### config.mk
export PLATFORM = sky130hd
export DESIGN_NAME = motor_stop_supervisor_flat
export DESIGN_NICKNAME = d
export VERILOG_FILES = /design/src/sv/mss_pkg.sv /design/src/sv/mss_req_if.sv /design/src/sv/mss_res_if.sv /design/src/sv/mss_step.sv /design/src/sv/motor_stop_supervisor.sv /design/src/flat_wrapper.sv
export VERILOG_INCLUDE_DIRS = /design/src /design/src/sv
export SDC_FILE = /design/constraint.sdc
export NUM_CORES = 1
export LEC_CHECK = 0
export ABC_AREA = 1
export BUFFER_PORTS_ARGS = -buffer_cell sky130_fd_sc_hd__buf_2
export CAP_MARGIN = 30
export CORE_MARGIN = 1.5
export CORE_UTILIZATION = 60
export CTS_BUF_LIST = sky130_fd_sc_hd__clkbuf_8
export DETAILED_ROUTE_END_ITERATION = 7
export PLACE_DENSITY = 0.95
export SLEW_MARGIN = 20
export SYNTH_ARGS = -nofsm -noshare
export SYNTH_HDL_FRONTEND = slang
export SYNTH_SLANG_ARGS = --single-unit
### constraint.sdc
create_clock -name clk -period 4.2 [get_ports clk]
set_input_delay 0.42 -clock clk [delete_from_list [all_inputs] [get_ports clk]]
set_output_delay 0.42 -clock clk [all_outputs]
set_load 0.02 [all_outputs]
### src/sv/motor_stop_supervisor_defines.svh
// Assertion macros shared by the supervisor RTL.
`ifndef MOTOR_STOP_SUPERVISOR_DEFINES_SVH
`define MOTOR_STOP_SUPERVISOR_DEFINES_SVH

// Consequent must hold in the same cycle as the antecedent.
`define MSS_ASSERT_NOW(label, ante, cons, msg) \
    label: assert property (@(posedge clk) disable iff (!rst_n) (ante) |-> (cons)) \
        else $error(msg);

// Consequent must hold in the cycle after the antecedent.
`define MSS_ASSERT_NEXT(label, ante, cons, msg) \
    label: assert property (@(posedge clk) disable iff (!rst_n) (ante) |=> (cons)) \
        else $error(msg);

`endif

### src/sv/mss_pkg.sv
`timescale 1ns / 1ps
`default_nettype none

package mss_pkg;

    localparam int unsigned TIMEOUT_W = 5;
    localparam int unsigned TICKS_W   = 5;

    localparam logic [1:0] OP_START      = 2'd0;
    localparam logic [1:0] OP_STOP       = 2'd1;
    localparam logic [1:0] OP_STOP_CAUSE = 2'd2;
    localparam logic [1:0] OP_TICK       = 2'd3;

    localparam logic [2:0] EV_NONE          = 3'd0;
    localparam logic [2:0] EV_RUN           = 3'd1;
    localparam logic [2:0] EV_STOPPING      = 3'd2;
    localparam logic [2:0] EV_PAUSE         = 3'd3;
    localparam logic [2:0] EV_STOP          = 3'd4;
    localparam logic [2:0] EV_MOTOR_STOPPED = 3'd5;

    localparam logic [1:0] MODE_RUN     = 2'd0;
    localparam logic [1:0] MODE_STOPPED = 2'd1;
    localparam logic [1:0] MODE_PAUSED  = 2'd2;
    localparam logic [1:0] MODE_NEVER   = 2'd3;

    localparam logic [TICKS_W-1:0]   TICKS_MAX       = 5'd31;
    localparam logic [TIMEOUT_W-1:0] TIMEOUT_RESET   = 5'd20;
    localparam logic [3:0]           CAUSE_USER      = 4'd0;
    localparam logic signed [15:0]   ALARM_AFTER_START = -16'sd1;

    typedef struct packed {
        logic [1:0]         op;
        logic               move_backward;
        logic signed [31:0] expected_count_in;
        logic               target_pause;
        logic [3:0]         cause_in;
        logic signed [15:0] alarm_in;
        logic [31:0]        encoder_count;
    } req_item_t;

    typedef struct packed {
        logic [1:0]         mode;
        logic               stopping;
        logic               direction;
        logic signed [31:0] expected;
        logic [3:0]         cause;
        logic signed [15:0] alarm;
        logic [31:0]        last_sample;
        logic               pending_pause;
        logic [TICKS_W-1:0] ticks;
        logic               power;
        logic               encoder;
    } state_t;

    typedef struct packed {
        logic [2:0] first_event;
        logic       two_results;
        logic       clear_encoder;
    } step_res_t;

endpackage

`default_nettype wire

### src/sv/mss_req_if.sv
`timescale 1ns / 1ps
`default_nettype none

interface mss_req_if;
    logic               valid;
    logic               ready;
    logic [1:0]         op;
    logic               move_backward;
    logic signed [31:0] expected_count_in;
    logic               target_pause;
    logic [3:0]         cause_in;
    logic signed [15:0] alarm_in;
    logic [31:0]        encoder_count;

    modport source (
        output valid, op, move_backward, expected_count_in, target_pause,
               cause_in, alarm_in, encoder_count,
        input  ready
    );
    modport sink (
        input  valid, op, move_backward, expected_count_in, target_pause,
               cause_in, alarm_in, encoder_count,
        output ready
    );
endinterface

`default_nettype wire

### src/sv/mss_res_if.sv
`timescale 1ns / 1ps
`default_nettype none

interface mss_res_if;
    logic               valid;
    logic               ready;
    logic [2:0]         event_res;
    logic               last;
    logic               motor_power;
    logic               encoder_enable;
    logic               clear_encoder;
    logic [1:0]         motor_mode;
    logic               is_stopping;
    logic               direction_out;
    logic signed [31:0] expected_count;
    logic [3:0]         stop_cause;
    logic signed [15:0] alarm_detail;

    modport source (
        output valid, event_res, last, motor_power, encoder_enable, clear_encoder,
               motor_mode, is_stopping, direction_out, expected_count, stop_cause,
               alarm_detail,
        input  ready
    );
    modport sink (
        input  valid, event_res, last, motor_power, encoder_enable, clear_encoder,
               motor_mode, is_stopping, direction_out, expected_count, stop_cause,
               alarm_detail,
        output ready
    );
endinterface

`default_nettype wire

### src/sv/mss_step.sv
`timescale 1ns / 1ps
`default_nettype none

module mss_step
    import mss_pkg::*;
(
    input  state_t               st,
    input  req_item_t            item,
    input  logic [TIMEOUT_W-1:0] timeout,
    output state_t               st_next,
    output step_res_t            res
);

    logic [1:0]         target;
    logic [TICKS_W-1:0] ticks_inc;
    logic               done;

    always_comb
    begin
        st_next   = st;
        res       = '{first_event: EV_NONE, two_results: 1'b0, clear_encoder: 1'b0};
        target    = item.target_pause ? MODE_PAUSED : MODE_STOPPED;
        ticks_inc = (st.ticks < TICKS_MAX) ? st.ticks + 1'b1 : st.ticks;
        done      = 1'b0;

        case (item.op)
            OP_START:
            begin
                if (st.mode != MODE_RUN || st.stopping)
                begin
                    res.first_event = EV_RUN;
                end
                res.clear_encoder = 1'b1;
                st_next.stopping  = 1'b0;
                st_next.ticks     = '0;
                st_next.expected  = item.expected_count_in;
                st_next.direction = item.move_backward;
                st_next.mode      = MODE_RUN;
                st_next.cause     = CAUSE_USER;
                st_next.alarm     = ALARM_AFTER_START;
                st_next.power     = 1'b1;
                st_next.encoder   = 1'b1;
            end
            OP_STOP, OP_STOP_CAUSE:
            begin
                if (item.op == OP_STOP_CAUSE)
                begin
                    st_next.cause = item.cause_in;
                    st_next.alarm = item.alarm_in;
                end
                if (st.mode == MODE_RUN)
                begin
                    // A repeated stop restarts the settling wait from scratch.
                    st_next.last_sample   = item.encoder_count;
                    st_next.pending_pause = item.target_pause;
                    st_next.ticks         = '0;
                    st_next.stopping      = 1'b1;
                    res.first_event       = EV_STOPPING;
                end
                else
                begin
                    st_next.power   = 1'b0;
                    st_next.encoder = 1'b0;
                    if (target != st.mode)
                    begin
                        res.first_event = item.target_pause ? EV_PAUSE : EV_STOP;
                        st_next.mode    = target;
                    end
                end
            end
            OP_TICK:
            begin
                if (st.stopping)
                begin
                    if (st.last_sample != item.encoder_count)
                    begin
                        st_next.last_sample = item.encoder_count;
                        st_next.ticks       = ticks_inc;
                        done                = (ticks_inc >= timeout);
                    end
                    else
                    begin
                        done = 1'b1;
                    end
                    if (done)
                    begin
                        st_next.power    = 1'b0;
                        st_next.encoder  = 1'b0;
                        st_next.mode     = st.pending_pause ? MODE_PAUSED : MODE_STOPPED;
                        st_next.stopping = 1'b0;
                        res.first_event  = st.pending_pause ? EV_PAUSE : EV_STOP;
                        res.two_results  = 1'b1;
                    end
                end
            end
            default:
            begin
                st_next = st;
            end
        endcase
    end

endmodule

`default_nettype wire

### src/sv/motor_stop_supervisor.sv
`timescale 1ns / 1ps
`default_nettype none
// Channel    Role    Payload
// req        sink    op, direction, expected count, stop target, cause, alarm, encoder
// res        source  event, last flag, enables, mode, stopping, stored status
// cfg_we     write   stop timeout in check ticks, 5 bits
//
// An item is taken and its first result is shown in the next cycle.
// A check tick that ends the stop sequence gives two results, so it holds the
// single output register until both are taken; every other item gives one.
// Reset puts the motor in the never-started state, timeout 20 ticks.
// A new item is taken while the output is empty, or while its last result is taken.

`include "motor_stop_supervisor_defines.svh"

module motor_stop_supervisor
    import mss_pkg::*;
(
    input  logic                 clk,
    input  logic                 rst_n,
    mss_req_if.sink              req,
    mss_res_if.source            res,
    input  logic                 cfg_we,
    input  logic [TIMEOUT_W-1:0] cfg_wdata
);

    state_t               st_reg;
    state_t               st_next;
    step_res_t            step_res;
    req_item_t            item;
    logic [TIMEOUT_W-1:0] timeout_reg;

    logic       res_valid_reg;
    logic       pend2_reg;
    logic [2:0] event_reg;
    logic       last_reg;
    logic       clr_reg;
    state_t     stat_reg;

    logic req_fire;
    logic res_fire;

    assign item = '{op: req.op, move_backward: req.move_backward,
                    expected_count_in: req.expected_count_in,
                    target_pause: req.target_pause, cause_in: req.cause_in,
                    alarm_in: req.alarm_in, encoder_count: req.encoder_count};

    mss_step u_step (
        .st      (st_reg),
        .item    (item),
        .timeout (timeout_reg),
        .st_next (st_next),
        .res     (step_res)
    );

    assign req.ready = !res_valid_reg || (res.ready && !pend2_reg);
    assign req_fire  = req.valid && req.ready;
    assign res_fire  = res_valid_reg && res.ready;

    always_ff @(posedge clk or negedge rst_n)
    begin
        if (!rst_n)
        begin
            st_reg        <= '{mode: MODE_NEVER, default: '0};
            timeout_reg   <= TIMEOUT_RESET;
            res_valid_reg <= 1'b0;
            pend2_reg     <= 1'b0;
        end
        else
        begin
            if (cfg_we)
            begin
                timeout_reg <= cfg_wdata;
            end
            if (req_fire)
            begin
                st_reg        <= st_next;
                res_valid_reg <= 1'b1;
                pend2_reg     <= step_res.two_results;
            end
            else if (res_fire)
            begin
                if (pend2_reg)
                begin
                    pend2_reg <= 1'b0;
                end
                else
                begin
                    res_valid_reg <= 1'b0;
                end
            end
        end
    end

    // The second result of an item repeats the status, only the event and last flag change.
    always_ff @(posedge clk)
    begin
        if (req_fire)
        begin
            event_reg <= step_res.first_event;
            last_reg  <= !step_res.two_results;
            clr_reg   <= step_res.clear_encoder;
            stat_reg  <= st_next;
        end
        else if (res_fire && pend2_reg)
        begin
            event_reg <= EV_MOTOR_STOPPED;
            last_reg  <= 1'b1;
        end
    end

    assign res.valid          = res_valid_reg;
    assign res.event_res      = event_reg;
    assign res.last           = last_reg;
    assign res.motor_power    = stat_reg.power;
    assign res.encoder_enable = stat_reg.encoder;
    assign res.clear_encoder  = clr_reg;
    assign res.motor_mode     = stat_reg.mode;
    assign res.is_stopping    = stat_reg.stopping;
    assign res.direction_out  = stat_reg.direction;
    assign res.expected_count = stat_reg.expected;
    assign res.stop_cause     = stat_reg.cause;
    assign res.alarm_detail   = stat_reg.alarm;

    `MSS_ASSERT_NOW(a_pend_valid, pend2_reg, res_valid_reg, "second result pending with empty output")
    `MSS_ASSERT_NOW(a_pend_event, pend2_reg, (event_reg == EV_PAUSE || event_reg == EV_STOP), "second result follows a wrong event")
    `MSS_ASSERT_NEXT(a_second_result, (res_fire && pend2_reg), (res_valid_reg && last_reg && event_reg == EV_MOTOR_STOPPED), "motor stopped result missing")
    `MSS_ASSERT_NOW(a_stop_in_run, st_reg.stopping, (st_reg.mode == MODE_RUN), "stopping outside run mode")
    `MSS_ASSERT_NOW(a_enables_pair, 1'b1, (st_reg.power == st_reg.encoder), "power and encoder enables differ")

endmodule

`default_nettype wire

### src/flat_wrapper.sv
// flat-port wrapper written by rule: the top's interface ports become plain ports
module motor_stop_supervisor_flat import mss_pkg::*;
  (clk, rst_n, cfg_we, cfg_wdata, req_valid, req_op, req_move_backward, req_expected_count_in, req_target_pause, req_cause_in, req_alarm_in, req_encoder_count, req_ready, res_valid, res_event_res, res_last, res_motor_power, res_encoder_enable, res_clear_encoder, res_motor_mode, res_is_stopping, res_direction_out, res_expected_count, res_stop_cause, res_alarm_detail, res_ready);
  mss_req_if req_i ();
  mss_res_if res_i ();
  input  logic clk;
  input  logic rst_n;
  input  logic cfg_we;
  input  logic [TIMEOUT_W-1:0] cfg_wdata;
  input wire logic [$bits(req_i.valid)-1:0] req_valid;
  input wire logic [$bits(req_i.op)-1:0] req_op;
  input wire logic [$bits(req_i.move_backward)-1:0] req_move_backward;
  input wire logic [$bits(req_i.expected_count_in)-1:0] req_expected_count_in;
  input wire logic [$bits(req_i.target_pause)-1:0] req_target_pause;
  input wire logic [$bits(req_i.cause_in)-1:0] req_cause_in;
  input wire logic [$bits(req_i.alarm_in)-1:0] req_alarm_in;
  input wire logic [$bits(req_i.encoder_count)-1:0] req_encoder_count;
  output wire logic [$bits(req_i.ready)-1:0] req_ready;
  output wire logic [$bits(res_i.valid)-1:0] res_valid;
  output wire logic [$bits(res_i.event_res)-1:0] res_event_res;
  output wire logic [$bits(res_i.last)-1:0] res_last;
  output wire logic [$bits(res_i.motor_power)-1:0] res_motor_power;
  output wire logic [$bits(res_i.encoder_enable)-1:0] res_encoder_enable;
  output wire logic [$bits(res_i.clear_encoder)-1:0] res_clear_encoder;
  output wire logic [$bits(res_i.motor_mode)-1:0] res_motor_mode;
  output wire logic [$bits(res_i.is_stopping)-1:0] res_is_stopping;
  output wire logic [$bits(res_i.direction_out)-1:0] res_direction_out;
  output wire logic [$bits(res_i.expected_count)-1:0] res_expected_count;
  output wire logic [$bits(res_i.stop_cause)-1:0] res_stop_cause;
  output wire logic [$bits(res_i.alarm_detail)-1:0] res_alarm_detail;
  input wire logic [$bits(res_i.ready)-1:0] res_ready;
  assign req_i.valid = req_valid;
  assign req_i.op = req_op;
  assign req_i.move_backward = req_move_backward;
  assign req_i.expected_count_in = req_expected_count_in;
  assign req_i.target_pause = req_target_pause;
  assign req_i.cause_in = req_cause_in;
  assign req_i.alarm_in = req_alarm_in;
  assign req_i.encoder_count = req_encoder_count;
  assign req_ready = req_i.ready;
  assign res_valid = res_i.valid;
  assign res_event_res = res_i.event_res;
  assign res_last = res_i.last;
  assign res_motor_power = res_i.motor_power;
  assign res_encoder_enable = res_i.encoder_enable;
  assign res_clear_encoder = res_i.clear_encoder;
  assign res_motor_mode = res_i.motor_mode;
  assign res_is_stopping = res_i.is_stopping;
  assign res_direction_out = res_i.direction_out;
  assign res_expected_count = res_i.expected_count;
  assign res_stop_cause = res_i.stop_cause;
  assign res_alarm_detail = res_i.alarm_detail;
  assign res_i.ready = res_ready;
  motor_stop_supervisor u_core (.clk(clk), .rst_n(rst_n), .req(req_i), .res(res_i), .cfg_we(cfg_we), .cfg_wdata(cfg_wdata));
endmodule
==> metrics.txt <==
H-Tree Depth=4; ANT cells=0; worst hold start=cfg_wdata[4]; row cnt=41; Final Hold Fails=0; Crit path top cell by count=nand2_1; f_max=between 300 and 400 MHz; cell count of the worst hold path=3; RSZ-0062 raised after global routing=no; Buffers on Ports=about 160; switch share=between 30% and 40%; fraction of synthesized area in multiplexers=less than 1%; largest family of logic cells by synthesized area=simple AND/OR/NAND/NOR gates; Synth Area in Simple Gates=between 10% and 20%; multi-input logic area=roughly 0.0025 sq mm; NumNets Final=1140; internal power=3.00 mW; Max Slew Vio Count=0; number of routed nets with antenna violations=0; hold slack final=around 160 ps; clock buffer depth=2; I/O Pins=163; Synth Net Count=between 900 and 1000; Most used DFF post-synth=dfrtp_1; Synthesis Warnings=0; Critical Path, Cell by Cell=inv_1, nor4_1, nand2_1, nand3_1, ha_1, a21oi_1, o21ai_0, nor2_1, nand2_1, nand2_1, nand2_1, o21ai_0, nor2_1; synth top area cells=dfrtp_1 32%, edfxtp_1 25%, nand2_1 11%; layout cells sized above 1=just over 20%; postcts setup bufs=0; reg2reg path depth=13; vias=~6300; post-synthesis register bit count=166; Clk network pwr share=between 20% and 30%; Avg Cell Area, Syn=8.75 sq um; crit share post-route=a little under two thirds; All-Layer GR Usage=between 20 and 30%; synth cell count leaders=226 x nand2_1, 165 x o21ai_0, 143 x inv_1, 99 x dfrtp_1, 63 x edfxtp_1; worst-margin pin slew=slightly above 800 ps; Setup TNS=0 ps; core area=about 0.013 sq mm; post-layout min period=roughly 2700 ps; largest net degree at the start of global routing=81; register area share after synthesis=between 50% and 60%; r2r setup slk=around 1500 ps; clk sinks=roughly 170; Leak Pwr=approximately 4.4 nW; WHS Endpoint=u_core.timeout_reg[4]; Remaining DRCs=0; max-cap viol count=0; Crit Path Class=flip-flop to flip-flop; Comb pwr share=~22%; sequential power share=approximately half; Crit path max-delay family=simple AND/OR/NAND/NOR gates; Worst Hold Class=input port to flip-flop; Clock Skews=roughly 14 ps; Worst EP required=about 4400 ps; ys async rst share=~62%; clk_lat worst skew=~470 ps; post-synth top area share=between 30% and 40%; CTS tree=done; status=complete, no violations; stage delay of the slowest cell on the critical path=~400 ps; GP Congestion=0.877; antenna violations before repair=0; area share of fa/ha/maj cells after synthesis=about 1.6%; synthesis-to-layout area growth=18.4%; largest area contributor in the netlist=dfrtp_1; Crit path depth=13; max reg flops=between 90 and 100; die height=roughly 120 microns; CTS Buf Count=17; vias in the first global route=~5800; Routed WL=roughly 17000 microns; Post-Synth XOR/XNOR Area=between 2 and 3%; NetSw=1.40 mW; Starting Density=between 60% and 70%; Setup crit end kind=flip-flop; post-route setup slack=about 1500 ps; compound-cell area share of the yosys netlist=between 10% and 20%; Pre-Repair DR Iteration Count=5; slowest stage cell, crit path=nor4_1; max_slew headroom=between 40% and 50%; Syn Std Cell Area=0.00767 sq mm; first-pass GRT wire length=around 26000 microns; pre-CTS WS=between 1500 and 2000 ps; most frequent cell after synthesis=nand2_1; vias per inst=between 5 and 6; reg2reg start=u_core.st_reg[5]; Root Buffer=clkbuf_8; crit path launch type=flip-flop; CP Max Fanout=6; die area=between 0.01 and 0.015 sq mm; RR Endpoint=u_core.res.event_res[1]; remaining global-route overflow=0; First DRT Iteration DRCs=roughly 600; Buffers & Inverters on Critical Path=1; # setup viols final=0; fillers=roughly 860; DP HPWL=approximately 11000 microns; DR WL/cell=roughly 14 microns; library cells used by synthesis=26; Critical Path AT=~2900 ps; Register Area=0.00447 sq mm; VDD IR max=between 0.2 and 0.3 mV; Clock transition at path regs=90 ps; cell count after synthesis=a little under 900; die width=116 microns; EDFF count, synth=63; Cell Pwr Density=about 480 mW/mm^2
[through the flow]
step	instance area [sq um]	utilization [%]	power (mW)	cells
3_3_place_gp	8610	68.5	3.10	1182
6_report	9090	72.3	4.40	1217
3_5_place_dp	8610	68.5	3.16	1182
2_1_floorplan	7670	-	2.86	877
5_1_grt	9090	72.3	4.65	1217
4_1_cts	9040	71.9	4.40	1214
[per-layer routing]
metal | GRT usage [%] | up-vias | wire length, microns
met5 | 0 | - | 0
met4 | 11.0 | 0 | 570
met1 | 32.1 | 2890 | 6970
met2 | 41.7 | 256 | 8220
met3 | 6.28 | 56 | 967
li1 | - | 3080 | -
[power groups by stage]
stage	clock, mW	combinational [mW]	sequential [mW]
global route	1.32	1.10	2.22
floorplan	0	0.572	2.29
CTS	1.26	0.955	2.19
global placement	0	0.894	2.20
detailed placement	0	0.945	2.22
finish	1.25	0.962	2.19
[area by class of cell]
| cell class | instances | area share, % |
|---|---|---|
| sequential | 166 | 49.2 |
| clock buffer | 18 | 2.73 |
| timing repair buffer | 173 | 10.1 |
| tap | 172 | 2.37 |
| clock inverter | 14 | 2.07 |
| multi-input combinational | 530 | 27.5 |
| inverter | 144 | 5.98 |
[worst max-delay path by stage]
stage	startpoint	to	slack [ps]
after floorplan	u_core.res.valid	u_core.res.event_res[2]	1780
after global placement	req_op[0]	u_core.st_reg[21]	1760
after detailed placement	u_core.st_reg[5]	u_core.res.event_res[1]	1560
after CTS	u_core.st_reg[5]	u_core.res.event_res[1]	1560
after global routing	u_core.st_reg[5]	u_core.res.event_res[1]	1240
final	u_core.st_reg[5]	u_core.res.event_res[1]	1530
[cells by family after synthesis]
kind of cell	Yosys count
multiplexers	1
flip-flops	166
adder cells (fa/ha/maj)	10
AO/OA/AOI/OAI	187
buffers and inverters	181
AND/OR/NAND/NOR	309
XOR/XNOR	23
[worst min-delay path: cells and delay by family]
kind | cells | cell delay, ps
buffers and inverters | 1 | 100
AO/OA/AOI/OAI | 1 | 70
AND/OR/NAND/NOR | 1 | 40
[what timing repair did]
| item | 4_1_cts | 5_1_grt |
|---|---|---|
| hold buffers | 0 | 1 |
| resized for setup | 0 | 0 |
| endpoints found under the hold margin | 0 | 17 |
[layout by cell type (no fill, tap or decap), types with 3 or more instances in the layout]
| cell | synthesis | layout |
|---|---|---|
| nand2_1 | 226 | 226 |
| o21ai_0 | 165 | 165 |
| buf_2 | 9 | 161 |
| inv_1 | 143 | 142 |
| dfrtp_1 | 99 | 99 |
| edfxtp_1 | 63 | 63 |
| nor2_1 | 59 | 58 |
| xnor2_1 | 23 | 23 |
| clkbuf_8 | 0 | 18 |
| nand3_1 | 14 | 14 |
| a21oi_1 | 13 | 13 |
| buf_4 | 3 | 10 |
| ha_1 | 10 | 9 |
| inv_6 | 0 | 5 |
| o22ai_1 | 4 | 4 |
| nand4_1 | 4 | 4 |
| nor3_1 | 4 | 4 |
| dfstp_2 | 4 | 4 |
| bufinv_16 | 0 | 3 |
| clkinvlp_4 | 0 | 3 |
No activity file was read; power rests on OpenSTA's default activity.
